===== src/rtl/plef_pkg.sv =====
`timescale 1ns / 1ps

package plef_pkg;

    localparam int LIMIT_W = 16;
    localparam int THRESH_W = 20;
    localparam int CFG_INDEX_W = 3;
    localparam int CFG_DATA_W = 20;
    localparam int CMD_W = 3;
    localparam int LABEL_W = 16;
    localparam int DIST_W = 20;
    localparam int QUEUE_DEPTH = 2;
    localparam int QUEUE_PTR_W = $clog2(QUEUE_DEPTH);
    localparam int QUEUE_CNT_W = $clog2(QUEUE_DEPTH + 1);

    localparam logic signed [LABEL_W-1:0] OWNER_LABEL = 16'sd1;

    localparam logic [CFG_INDEX_W-1:0] CFG_DET_LIMIT = 3'd0;
    localparam logic [CFG_INDEX_W-1:0] CFG_RECOG_LIMIT = 3'd1;
    localparam logic [CFG_INDEX_W-1:0] CFG_INTERVAL = 3'd2;
    localparam logic [CFG_INDEX_W-1:0] CFG_THRESHOLD = 3'd3;
    localparam logic [CFG_INDEX_W-1:0] CFG_PREVENT = 3'd4;

    localparam logic [LIMIT_W-1:0] DET_LIMIT_RESET = 16'd10;
    localparam logic [LIMIT_W-1:0] RECOG_LIMIT_RESET = 16'd10;
    localparam logic [LIMIT_W-1:0] INTERVAL_RESET = 16'd60;
    localparam logic [THRESH_W-1:0] THRESHOLD_RESET = 20'd20480;

    typedef enum logic [1:0] {
        MODE_SECURE = 2'd0,
        MODE_ALERT = 2'd1,
        MODE_LOCKDOWN = 2'd2
    } mode_t;

    typedef enum logic [CMD_W-1:0] {
        CMD_TICK = 3'd0,
        CMD_DET_FAIL = 3'd1,
        CMD_DET_OK = 3'd2,
        CMD_RECOG_CHECK = 3'd3,
        CMD_RECOG_FAIL = 3'd4,
        CMD_RECOG_OK = 3'd5,
        CMD_FORCE_LOCK = 3'd6
    } cmd_t;

    typedef struct packed {
        logic [LIMIT_W-1:0] det_limit;
        logic [LIMIT_W-1:0] recog_limit;
        logic [LIMIT_W-1:0] interval;
        logic [THRESH_W-1:0] threshold;
        logic prevent;
    } cfg_t;

    typedef struct packed {
        logic [CMD_W-1:0] op;
        logic match;
    } item_t;

endpackage


===== src/rtl/plef_if.sv =====
`timescale 1ns / 1ps

interface plef_in_if;
    import plef_pkg::*;

    logic valid;
    logic ready;
    logic [CMD_W-1:0] command;
    logic signed [LABEL_W-1:0] face_label;
    logic [DIST_W-1:0] match_distance;

    modport source (output valid, command, face_label, match_distance, input ready);
    modport sink (input valid, command, face_label, match_distance, output ready);
endinterface

interface plef_out_if;
    logic valid;
    logic ready;
    logic [1:0] mode;
    logic need_recognition;
    logic mode_changed;
    logic lock_pulse;
    logic lock_suppressed;
    logic unlock_pulse;
    logic is_match;

    modport source (output valid, mode, need_recognition, mode_changed, lock_pulse,
        lock_suppressed, unlock_pulse, is_match, input ready);
    modport sink (input valid, mode, need_recognition, mode_changed, lock_pulse,
        lock_suppressed, unlock_pulse, is_match, output ready);
endinterface


===== src/rtl/plef_front.sv =====
`timescale 1ns / 1ps

module plef_front
    import plef_pkg::*;
(
    input  logic clk,
    input  logic rst_n,
    input  logic [THRESH_W-1:0] threshold,
    plef_in_if.sink in_ch,
    output logic push_valid,
    output item_t push_item,
    input  logic push_ready
);

    logic stage_valid_reg;
    logic stage_valid_next;
    item_t stage_item_reg;
    item_t stage_item_next;
    logic take;

    assign in_ch.ready = !stage_valid_reg || push_ready;
    assign take = in_ch.valid && in_ch.ready;

    // The recognition check is settled here, so the back end sees one flag.
    always_comb
    begin
        stage_item_next.op = in_ch.command;
        stage_item_next.match = (in_ch.command == CMD_RECOG_CHECK)
            && (in_ch.face_label == OWNER_LABEL)
            && (in_ch.match_distance <= threshold);
        stage_valid_next = take || (stage_valid_reg && !push_ready);
    end

    always_ff @(posedge clk or negedge rst_n)
    begin
        if (!rst_n)
        begin
            stage_valid_reg <= 1'b0;
        end
        else
        begin
            stage_valid_reg <= stage_valid_next;
        end
    end

    always_ff @(posedge clk)
    begin
        if (take)
        begin
            stage_item_reg <= stage_item_next;
        end
    end

    assign push_valid = stage_valid_reg;
    assign push_item = stage_item_reg;

endmodule


===== src/rtl/plef_queue.sv =====
`timescale 1ns / 1ps

module plef_queue
    import plef_pkg::*;
(
    input  logic clk,
    input  logic rst_n,
    input  logic push_valid,
    input  item_t push_item,
    output logic push_ready,
    output logic pop_valid,
    output item_t pop_item,
    input  logic pop_ready
);

    item_t entry_reg [QUEUE_DEPTH];
    logic [QUEUE_PTR_W-1:0] wr_ptr_reg;
    logic [QUEUE_PTR_W-1:0] wr_ptr_next;
    logic [QUEUE_PTR_W-1:0] rd_ptr_reg;
    logic [QUEUE_PTR_W-1:0] rd_ptr_next;
    logic [QUEUE_CNT_W-1:0] count_reg;
    logic [QUEUE_CNT_W-1:0] count_next;
    logic push;
    logic pop;

    assign push_ready = (count_reg != QUEUE_CNT_W'(QUEUE_DEPTH));
    assign pop_valid = (count_reg != '0);
    assign push = push_valid && push_ready;
    assign pop = pop_valid && pop_ready;
    assign pop_item = entry_reg[rd_ptr_reg];

    always_comb
    begin
        wr_ptr_next = wr_ptr_reg;
        rd_ptr_next = rd_ptr_reg;
        if (push)
        begin
            wr_ptr_next = (wr_ptr_reg == QUEUE_PTR_W'(QUEUE_DEPTH - 1)) ? '0
                : wr_ptr_reg + 1'b1;
        end
        if (pop)
        begin
            rd_ptr_next = (rd_ptr_reg == QUEUE_PTR_W'(QUEUE_DEPTH - 1)) ? '0
                : rd_ptr_reg + 1'b1;
        end
        count_next = count_reg + QUEUE_CNT_W'(push) - QUEUE_CNT_W'(pop);
    end

    always_ff @(posedge clk or negedge rst_n)
    begin
        if (!rst_n)
        begin
            wr_ptr_reg <= '0;
            rd_ptr_reg <= '0;
            count_reg <= '0;
        end
        else
        begin
            wr_ptr_reg <= wr_ptr_next;
            rd_ptr_reg <= rd_ptr_next;
            count_reg <= count_next;
        end
    end

    always_ff @(posedge clk)
    begin
        if (push)
        begin
            entry_reg[wr_ptr_reg] <= push_item;
        end
    end

endmodule


===== src/rtl/plef_back.sv =====
`timescale 1ns / 1ps

module plef_back
    import plef_pkg::*;
#(
    parameter int FAIL_COUNT_BITS = 16,
    parameter int GAP_BITS = 17
)
(
    input  logic clk,
    input  logic rst_n,
    input  cfg_t cfg,
    input  logic pop_valid,
    input  item_t pop_item,
    output logic pop_ready,
    plef_out_if.source out_ch
);

    localparam int FCMP_W = (FAIL_COUNT_BITS > LIMIT_W) ? FAIL_COUNT_BITS : LIMIT_W;
    localparam int GCMP_W = (GAP_BITS > LIMIT_W) ? GAP_BITS : LIMIT_W;

    mode_t mode_reg;
    mode_t mode_next;
    logic [FAIL_COUNT_BITS-1:0] det_cnt_reg;
    logic [FAIL_COUNT_BITS-1:0] det_cnt_next;
    logic [FAIL_COUNT_BITS-1:0] det_cnt_inc;
    logic [FAIL_COUNT_BITS-1:0] recog_cnt_reg;
    logic [FAIL_COUNT_BITS-1:0] recog_cnt_next;
    logic [FAIL_COUNT_BITS-1:0] recog_cnt_inc;
    logic [GAP_BITS-1:0] gap_reg;
    logic [GAP_BITS-1:0] gap_next;
    logic lock_event;
    logic fire;
    cmd_t op;

    logic out_valid_reg;
    logic out_valid_next;
    mode_t out_mode_reg;
    logic out_changed_reg;
    logic out_lock_reg;
    logic out_lock_next;
    logic out_supp_reg;
    logic out_supp_next;
    logic out_unlock_reg;
    logic out_unlock_next;
    logic out_match_reg;

    assign op = cmd_t'(pop_item.op);
    assign pop_ready = !out_valid_reg || out_ch.ready;
    assign fire = pop_valid && pop_ready;
    assign det_cnt_inc = (det_cnt_reg == '1) ? det_cnt_reg : det_cnt_reg + 1'b1;
    assign recog_cnt_inc = (recog_cnt_reg == '1) ? recog_cnt_reg : recog_cnt_reg + 1'b1;

    // Next state of the mode machine and its counters.
    always_comb
    begin
        mode_next = mode_reg;
        det_cnt_next = det_cnt_reg;
        recog_cnt_next = recog_cnt_reg;
        gap_next = gap_reg;
        lock_event = 1'b0;
        if (fire)
        begin
            unique case (op)
                CMD_TICK:
                begin
                    gap_next = (gap_reg == '1) ? gap_reg : gap_reg + 1'b1;
                end
                CMD_DET_FAIL:
                begin
                    det_cnt_next = det_cnt_inc;
                    if (FCMP_W'(det_cnt_inc) > FCMP_W'(cfg.det_limit))
                    begin
                        mode_next = MODE_ALERT;
                    end
                end
                CMD_DET_OK:
                begin
                    det_cnt_next = '0;
                    if (GCMP_W'(gap_reg) > GCMP_W'(cfg.interval))
                    begin
                        mode_next = MODE_ALERT;
                    end
                end
                CMD_RECOG_FAIL:
                begin
                    recog_cnt_next = recog_cnt_inc;
                    if ((FCMP_W'(recog_cnt_inc) > FCMP_W'(cfg.recog_limit))
                        && (mode_reg != MODE_LOCKDOWN))
                    begin
                        mode_next = MODE_LOCKDOWN;
                        lock_event = 1'b1;
                    end
                end
                CMD_RECOG_OK:
                begin
                    recog_cnt_next = '0;
                    gap_next = '0;
                    mode_next = MODE_SECURE;
                end
                CMD_FORCE_LOCK:
                begin
                    mode_next = MODE_LOCKDOWN;
                    lock_event = 1'b1;
                end
                default:
                begin
                    mode_next = mode_reg;
                end
            endcase
        end
    end

    // Result word for the item being carried out.
    always_comb
    begin
        out_valid_next = fire || (out_valid_reg && !out_ch.ready);
        out_lock_next = lock_event && !cfg.prevent;
        out_supp_next = lock_event && cfg.prevent;
        out_unlock_next = (op == CMD_RECOG_OK) && (mode_reg == MODE_LOCKDOWN);
    end

    always_ff @(posedge clk or negedge rst_n)
    begin
        if (!rst_n)
        begin
            mode_reg <= MODE_SECURE;
            det_cnt_reg <= '0;
            recog_cnt_reg <= '0;
            gap_reg <= '0;
            out_valid_reg <= 1'b0;
        end
        else
        begin
            mode_reg <= mode_next;
            det_cnt_reg <= det_cnt_next;
            recog_cnt_reg <= recog_cnt_next;
            gap_reg <= gap_next;
            out_valid_reg <= out_valid_next;
        end
    end

    always_ff @(posedge clk)
    begin
        if (fire)
        begin
            out_mode_reg <= mode_next;
            out_changed_reg <= (mode_next != mode_reg);
            out_lock_reg <= out_lock_next;
            out_supp_reg <= out_supp_next;
            out_unlock_reg <= out_unlock_next;
            out_match_reg <= pop_item.match;
        end
    end

    assign out_ch.valid = out_valid_reg;
    assign out_ch.mode = out_mode_reg;
    assign out_ch.need_recognition = (out_mode_reg != MODE_SECURE);
    assign out_ch.mode_changed = out_changed_reg;
    assign out_ch.lock_pulse = out_lock_reg;
    assign out_ch.lock_suppressed = out_supp_reg;
    assign out_ch.unlock_pulse = out_unlock_reg;
    assign out_ch.is_match = out_match_reg;

endmodule


===== src/rtl/presence_lock_escalation_fsm_unit.sv =====
`timescale 1ns / 1ps
// Channel   Role     Word
// in_ch     sink     command, face_label, match_distance
// out_ch    source   mode, need_recognition, mode_changed, lock_pulse,
//                    lock_suppressed, unlock_pulse, is_match
// cfg_*     write    cfg_we, cfg_index, cfg_wdata
//
// One word is taken and one result given per cycle when neither side stalls.
// A word accepted on in_ch is offered on out_ch after passing the front
// register, the two-entry queue and the output register of the mode machine.
// Reset clears the mode to secure, the counters and every valid flag at once.
// A stalled out_ch fills the queue first; in_ch drops ready once the queue and the
// front register are both full.

module presence_lock_escalation_fsm_unit
    import plef_pkg::*;
#(
    parameter int FAIL_COUNT_BITS = 16,
    parameter int GAP_BITS = 17
)
(
    input  logic clk,
    input  logic rst_n,
    input  logic cfg_we,
    input  logic [CFG_INDEX_W-1:0] cfg_index,
    input  logic [CFG_DATA_W-1:0] cfg_wdata,
    plef_in_if.sink in_ch,
    plef_out_if.source out_ch
);

    cfg_t cfg_reg;
    cfg_t cfg_next;
    logic push_valid;
    logic push_ready;
    item_t push_item;
    logic pop_valid;
    logic pop_ready;
    item_t pop_item;

    always_comb
    begin
        cfg_next = cfg_reg;
        if (cfg_we)
        begin
            unique case (cfg_index)
                CFG_DET_LIMIT: cfg_next.det_limit = cfg_wdata[LIMIT_W-1:0];
                CFG_RECOG_LIMIT: cfg_next.recog_limit = cfg_wdata[LIMIT_W-1:0];
                CFG_INTERVAL: cfg_next.interval = cfg_wdata[LIMIT_W-1:0];
                CFG_THRESHOLD: cfg_next.threshold = cfg_wdata[THRESH_W-1:0];
                CFG_PREVENT: cfg_next.prevent = cfg_wdata[0];
                default: cfg_next = cfg_reg;
            endcase
        end
    end

    always_ff @(posedge clk or negedge rst_n)
    begin
        if (!rst_n)
        begin
            cfg_reg.det_limit <= DET_LIMIT_RESET;
            cfg_reg.recog_limit <= RECOG_LIMIT_RESET;
            cfg_reg.interval <= INTERVAL_RESET;
            cfg_reg.threshold <= THRESHOLD_RESET;
            cfg_reg.prevent <= 1'b0;
        end
        else
        begin
            cfg_reg <= cfg_next;
        end
    end

    plef_front u_front (
        .clk        (clk),
        .rst_n      (rst_n),
        .threshold  (cfg_reg.threshold),
        .in_ch      (in_ch),
        .push_valid (push_valid),
        .push_item  (push_item),
        .push_ready (push_ready)
    );

    plef_queue u_queue (
        .clk        (clk),
        .rst_n      (rst_n),
        .push_valid (push_valid),
        .push_item  (push_item),
        .push_ready (push_ready),
        .pop_valid  (pop_valid),
        .pop_item   (pop_item),
        .pop_ready  (pop_ready)
    );

    plef_back #(
        .FAIL_COUNT_BITS (FAIL_COUNT_BITS),
        .GAP_BITS        (GAP_BITS)
    ) u_back (
        .clk       (clk),
        .rst_n     (rst_n),
        .cfg       (cfg_reg),
        .pop_valid (pop_valid),
        .pop_item  (pop_item),
        .pop_ready (pop_ready),
        .out_ch    (out_ch)
    );

endmodule


===== src/flat_wrapper.sv =====
// flat-port wrapper written by rule: the top's interface ports become plain ports
module presence_lock_escalation_fsm_unit_flat import plef_pkg::*;
#(
    parameter int FAIL_COUNT_BITS = 16,
    parameter int GAP_BITS = 17
)
  (clk, rst_n, cfg_we, cfg_index, cfg_wdata, in_ch_valid, in_ch_command, in_ch_face_label, in_ch_match_distance, in_ch_ready, out_ch_valid, out_ch_mode, out_ch_need_recognition, out_ch_mode_changed, out_ch_lock_pulse, out_ch_lock_suppressed, out_ch_unlock_pulse, out_ch_is_match, out_ch_ready);
  plef_in_if in_ch_i ();
  plef_out_if out_ch_i ();
  input  logic clk;
  input  logic rst_n;
  input  logic cfg_we;
  input  logic [CFG_INDEX_W-1:0] cfg_index;
  input  logic [CFG_DATA_W-1:0] cfg_wdata;
  input wire logic [$bits(in_ch_i.valid)-1:0] in_ch_valid;
  input wire logic [$bits(in_ch_i.command)-1:0] in_ch_command;
  input wire logic [$bits(in_ch_i.face_label)-1:0] in_ch_face_label;
  input wire logic [$bits(in_ch_i.match_distance)-1:0] in_ch_match_distance;
  output wire logic [$bits(in_ch_i.ready)-1:0] in_ch_ready;
  output wire logic [$bits(out_ch_i.valid)-1:0] out_ch_valid;
  output wire logic [$bits(out_ch_i.mode)-1:0] out_ch_mode;
  output wire logic [$bits(out_ch_i.need_recognition)-1:0] out_ch_need_recognition;
  output wire logic [$bits(out_ch_i.mode_changed)-1:0] out_ch_mode_changed;
  output wire logic [$bits(out_ch_i.lock_pulse)-1:0] out_ch_lock_pulse;
  output wire logic [$bits(out_ch_i.lock_suppressed)-1:0] out_ch_lock_suppressed;
  output wire logic [$bits(out_ch_i.unlock_pulse)-1:0] out_ch_unlock_pulse;
  output wire logic [$bits(out_ch_i.is_match)-1:0] out_ch_is_match;
  input wire logic [$bits(out_ch_i.ready)-1:0] out_ch_ready;
  assign in_ch_i.valid = in_ch_valid;
  assign in_ch_i.command = in_ch_command;
  assign in_ch_i.face_label = in_ch_face_label;
  assign in_ch_i.match_distance = in_ch_match_distance;
  assign in_ch_ready = in_ch_i.ready;
  assign out_ch_valid = out_ch_i.valid;
  assign out_ch_mode = out_ch_i.mode;
  assign out_ch_need_recognition = out_ch_i.need_recognition;
  assign out_ch_mode_changed = out_ch_i.mode_changed;
  assign out_ch_lock_pulse = out_ch_i.lock_pulse;
  assign out_ch_lock_suppressed = out_ch_i.lock_suppressed;
  assign out_ch_unlock_pulse = out_ch_i.unlock_pulse;
  assign out_ch_is_match = out_ch_i.is_match;
  assign out_ch_i.ready = out_ch_ready;
  presence_lock_escalation_fsm_unit #(.FAIL_COUNT_BITS(FAIL_COUNT_BITS), .GAP_BITS(GAP_BITS)) u_core (.clk(clk), .rst_n(rst_n), .cfg_we(cfg_we), .cfg_index(cfg_index), .cfg_wdata(cfg_wdata), .in_ch(in_ch_i), .out_ch(out_ch_i));
endmodule

===== config.mk =====
export PLATFORM = sky130hd
export DESIGN_NAME = presence_lock_escalation_fsm_unit_flat
export DESIGN_NICKNAME = d
export VERILOG_FILES = /design/src/rtl/plef_pkg.sv /design/src/rtl/plef_if.sv /design/src/rtl/plef_front.sv /design/src/rtl/plef_queue.sv /design/src/rtl/plef_back.sv /design/src/rtl/presence_lock_escalation_fsm_unit.sv /design/src/flat_wrapper.sv
export SDC_FILE = /design/constraint.sdc
export NUM_CORES = 1
export LEC_CHECK = 0
export BUFFER_PORTS_ARGS = -buffer_cell sky130_fd_sc_hd__buf_4
export CAP_MARGIN = 20
export CORE_MARGIN = 10
export CORE_UTILIZATION = 55
export DETAILED_ROUTE_END_ITERATION = 6
export GPL_TIMING_DRIVEN = 0
export HOLD_SLACK_MARGIN = 0.1
export PLACE_DENSITY_LB_ADDON = 0.08
export SYNTH_ARGS = -nofsm -noshare
export SYNTH_HDL_FRONTEND = slang
export SYNTH_SLANG_ARGS = --single-unit

===== constraint.sdc =====
create_clock -name clk -period 4.86 [get_ports clk]
set_input_delay 0.972 -clock clk [delete_from_list [all_inputs] [get_ports clk]]
set_output_delay 0.972 -clock clk [all_outputs]
set_load 0.1 [all_outputs]

==> results.json <==
{
  "ir_drop_mv": 0.305,
  "drv_slew": 0,
  "finalSetupTns_ns": 0,
  "clock-root-buffer": "clkbuf_16",
  "cp-start-kind": "flip-flop",
  "post-place-ws_ns": 0.676,
  "synth_top_cells_by_count": "116 x dfrtp_1, 100 x nand2_1, 84 x o21ai_0",
  "cts_buffer_depth": 2,
  "status": "finished, final reports clean",
  "grt_pass1_vias": 6562,
  "cts_setup_buffers": 0,
  "synth_compound_area_share_pct": 14.6,
  "finalCritPeriodShare_pct": 87.6,
  "ys_warn_count": 0,
  "fin_cells": 1171,
  "power_switching_w": 0.00166,
  "slowest_delay_ns": 0.50,
  "cp.arrival_ns": 4.42,
  "hp-class": "reg2reg",
  "rows": 45,
  "cts_resized": 0,
  "seqPwrFrac_pct": 36.9,
  "track_usage_pct": 20.7,
  "async_flop_share_pct": 86.9,
  "grt_max_degree": 74,
  "drc": 0,
  "synth-simple-area-share_pct": 16.4,
  "die_h_um": 143,
  "power_w": 0.00454,
  "largest_reg_flops": 69,
  "worst_pin_slew_ns": 0.870,
  "fin_worst_skew_ns": 0.00509,
  "synth_area_um2": 8380,
  "ys_ff_latch": 145,
  "place_congestion": 0.829,
  "clk_latency_ns": 0.42,
  "seq_area_frac_synth_pct": 44.6,
  "yosysMostFrequentCell": "dfrtp_1",
  "htreeDepth": 4,
  "hold_buffers": 0,
  "cts_sinks": 145,
  "synth-xor-area-share_pct": 3.55,
  "syn_avg_cell_area_um2": 9.59,
  "p_leak_nw": 4.52,
  "vias": 6596,
  "critPathTopFamily": "compound AO/OA/AOI/OAI gates",
  "critPathBufInv": 1,
  "ys.flop_type": "dfrtp_1",
  "grt_first_pass_wirelength_um": 33700,
  "drive_gt1_share_pct": 16.7,
  "synth_area_leader_cell": "dfrtp_1",
  "rsz0062_at_grt": "no",
  "synth_cell_types": 64,
  "synth_fa_ha_area_share_pct": 11.0,
  "synthCells": 874,
  "numCtsBuffers": 17,
  "die_w_um": 143,
  "synth.area.top_cells": "dfrtp_1 35%, ha_1 11%, edfxtp_1 6.8%",
  "synth_edf_count": 19,
  "drt_iter0_drc": 405,
  "insertedDiodeCount": 0,
  "post_drt_wl_per_cell_um": 17.3,
  "p_int_w": 0.00288,
  "grt_antenna_before_repair": 0,
  "setup_slack_ns": 0.602,
  "layout_min_cycle_time_ns": 4.26,
  "io_buffers": 76,
  "crit_chain": "buf_2 -> and4_1 -> nand4_1 -> nor3b_2 -> nor2_1 -> nand2_1 -> xnor2_1 -> ha_1 -> a21oi_1 -> o21ai_0 -> a221o_1 -> o31a_2 -> o21ai_2 -> nor4_1 -> a311o_1",
  "start_util_pct": 55.5,
  "sw_frac_of_total_pct": 36.6,
  "yosysTopAreaCellShare_pct": 34.6,
  "hpwl_um": 15200,
  "routed_via_density": 5.63,
  "area_growth_pct": 17.0,
  "syn_nets": 1015,
  "clk_pin_slew_worst_paths_ns": 0.06,
  "final.fill_count": 1249,
  "cts_tree": "yes",
  "fmax_mhz": 235,
  "path_max_fanout": 9,
  "synth.area.mux_share_pct": 4.61,
  "ant_nets": 0,
  "die-area_um2": 20600,
  "drv_cap": 0,
  "synth_top_family_by_area": "simple AND/OR/NAND/NOR gates",
  "hold_viol_final": 0,
  "coreArea_um2": 15100,
  "power.density_nw_per_um2": 463,
  "clkPwrFrac_pct": 29.0,
  "required_ns": 5.02,
  "p_comb_share_pct": 34.1,
  "gr-total-overflow": 0,
  "worstSetupPathType": "reg2reg",
  "slowest_stage": "nor3b_2",
  "setup_violations": 0,
  "final_core_util_pct": 65.0,
  "first_pass_iters": 5,
  "relSlewSlack_pct": 41.6,
  "drt-total-wl_um": 20300,
  "final_nets": 1111,
  "end_kind": "flip-flop",
  "dp_cells": 1139,
  "io_pins": 77
}
layer usage:
| layer | global-route usage (%) | vias to the layer above | part of all wire [%] | wire, um |
|---|---|---|---|---|
| met3 | 4.95 | 18 | 5.1 | 1040 |
| li1 | - | 3290 | - | - |
| met5 | 0 | - | 0 | 0 |
| met4 | 5.70 | 0 | 1.1 | 228 |
| met2 | 30.5 | 151 | 44 | 8980 |
| met1 | 29.8 | 3137 | 49 | 10000 |
per-stage QoR:
stage               instance area [um2]  hold slack (ns)
global route                       9800            0.511
floorplan                          8380            0.421
global placement                   9190            0.479
CTS                                9800            0.507
finish                             9800            0.504
detailed placement                 9220            0.494
worst reg2reg max path, delay by kind of cell, from the launching register on:
| kind | cells | cell delay, ns |
|---|---|---|
| buf+inv | 1 | 0.18 |
| fa+ha+maj | 1 | 0.27 |
| flops | 1 | 0.31 |
| xor+xnor | 1 | 0.15 |
| simple gates | 6 | 1.51 |
| compound gates | 6 | 1.58 |
layout by cell type, fill, tap and decap left out, types with 5 or more instances in the layout:
cell type / count
nor2_1: 52
o21ai_0: 84
mux2_2: 27
nand4_1: 28
a21o_1: 6
ha_1: 74
nor4_1: 5
o31ai_1: 12
xnor2_1: 22
buf_4: 75
and4_1: 7
dfrtp_1: 116
clkbuf_1: 22
o211ai_1: 5
nor2b_1: 5
a21oi_1: 51
nand2_1: 100
a22o_1: 9
edfxtp_1: 19
or3_1: 10
nand3_1: 26
and3_1: 7
and2_1: 5
clkbuf_16: 17
a31oi_1: 5
buf_6: 5
dfstp_2: 10
nor3_1: 12
inv_1: 81
xor2_1: 12
final cells by class:
class / count / area (um2) / share of cell area (%)
Sequential cell: 145 / 3740 / 38.1
Timing Repair Buffer: 77 / 602 / 6.14
Buffer: 26 / 131 / 1.34
Clock inverter: 11 / 138 / 1.40
Multi-Input combinational cell: 622 / 4210 / 42.9
Tap cell: 188 / 235 / 2.40
Clock buffer: 21 / 450 / 4.59
Inverter: 81 / 304 / 3.10
power by group through the flow:
stage	Clock [W]	Combinational, W	Sequential (W)
after global placement	0	0.00150	0.00168
after CTS	0.00134	0.00155	0.00167
after global routing	0.00139	0.00172	0.00170
after detailed placement	0	0.00154	0.00169
after floorplan	0	0.000933	0.00185
final	0.00132	0.00155	0.00168
cells by family after synthesis:
| group | after synthesis |
|---|---|
| simple gates | 277 |
| compound gates | 204 |
| flops | 145 |
| buf+inv | 107 |
| fa+ha+maj | 74 |
| xor+xnor | 34 |
| mux | 33 |
final timing paths:
| check | end | start | slack (ns) | cells after the start |
|---|---|---|---|---|
| hold reg to reg | u_core.cfg_reg[10] | u_core.cfg_reg[10] | 0.50 | 1 |
| setup reg to reg | u_core.u_back.out_ch.mode_changed | u_core.u_back.det_cnt_reg[3] | 0.60 | 15 |
| setup / recovery | u_core.u_back.out_ch.mode_changed | u_core.u_back.det_cnt_reg[3] | 0.60 | 15 |
| max in group asynchronous | u_core.cfg_reg[54] | rst_n | 3.55 | 2 |
| min in group asynchronous | u_core.u_queue.wr_ptr_reg | rst_n | 0.52 | 1 |
| hold / removal | u_core.cfg_reg[10] | u_core.cfg_reg[10] | 0.50 | 1 |
No activity file was read; power rests on OpenSTA's default activity.
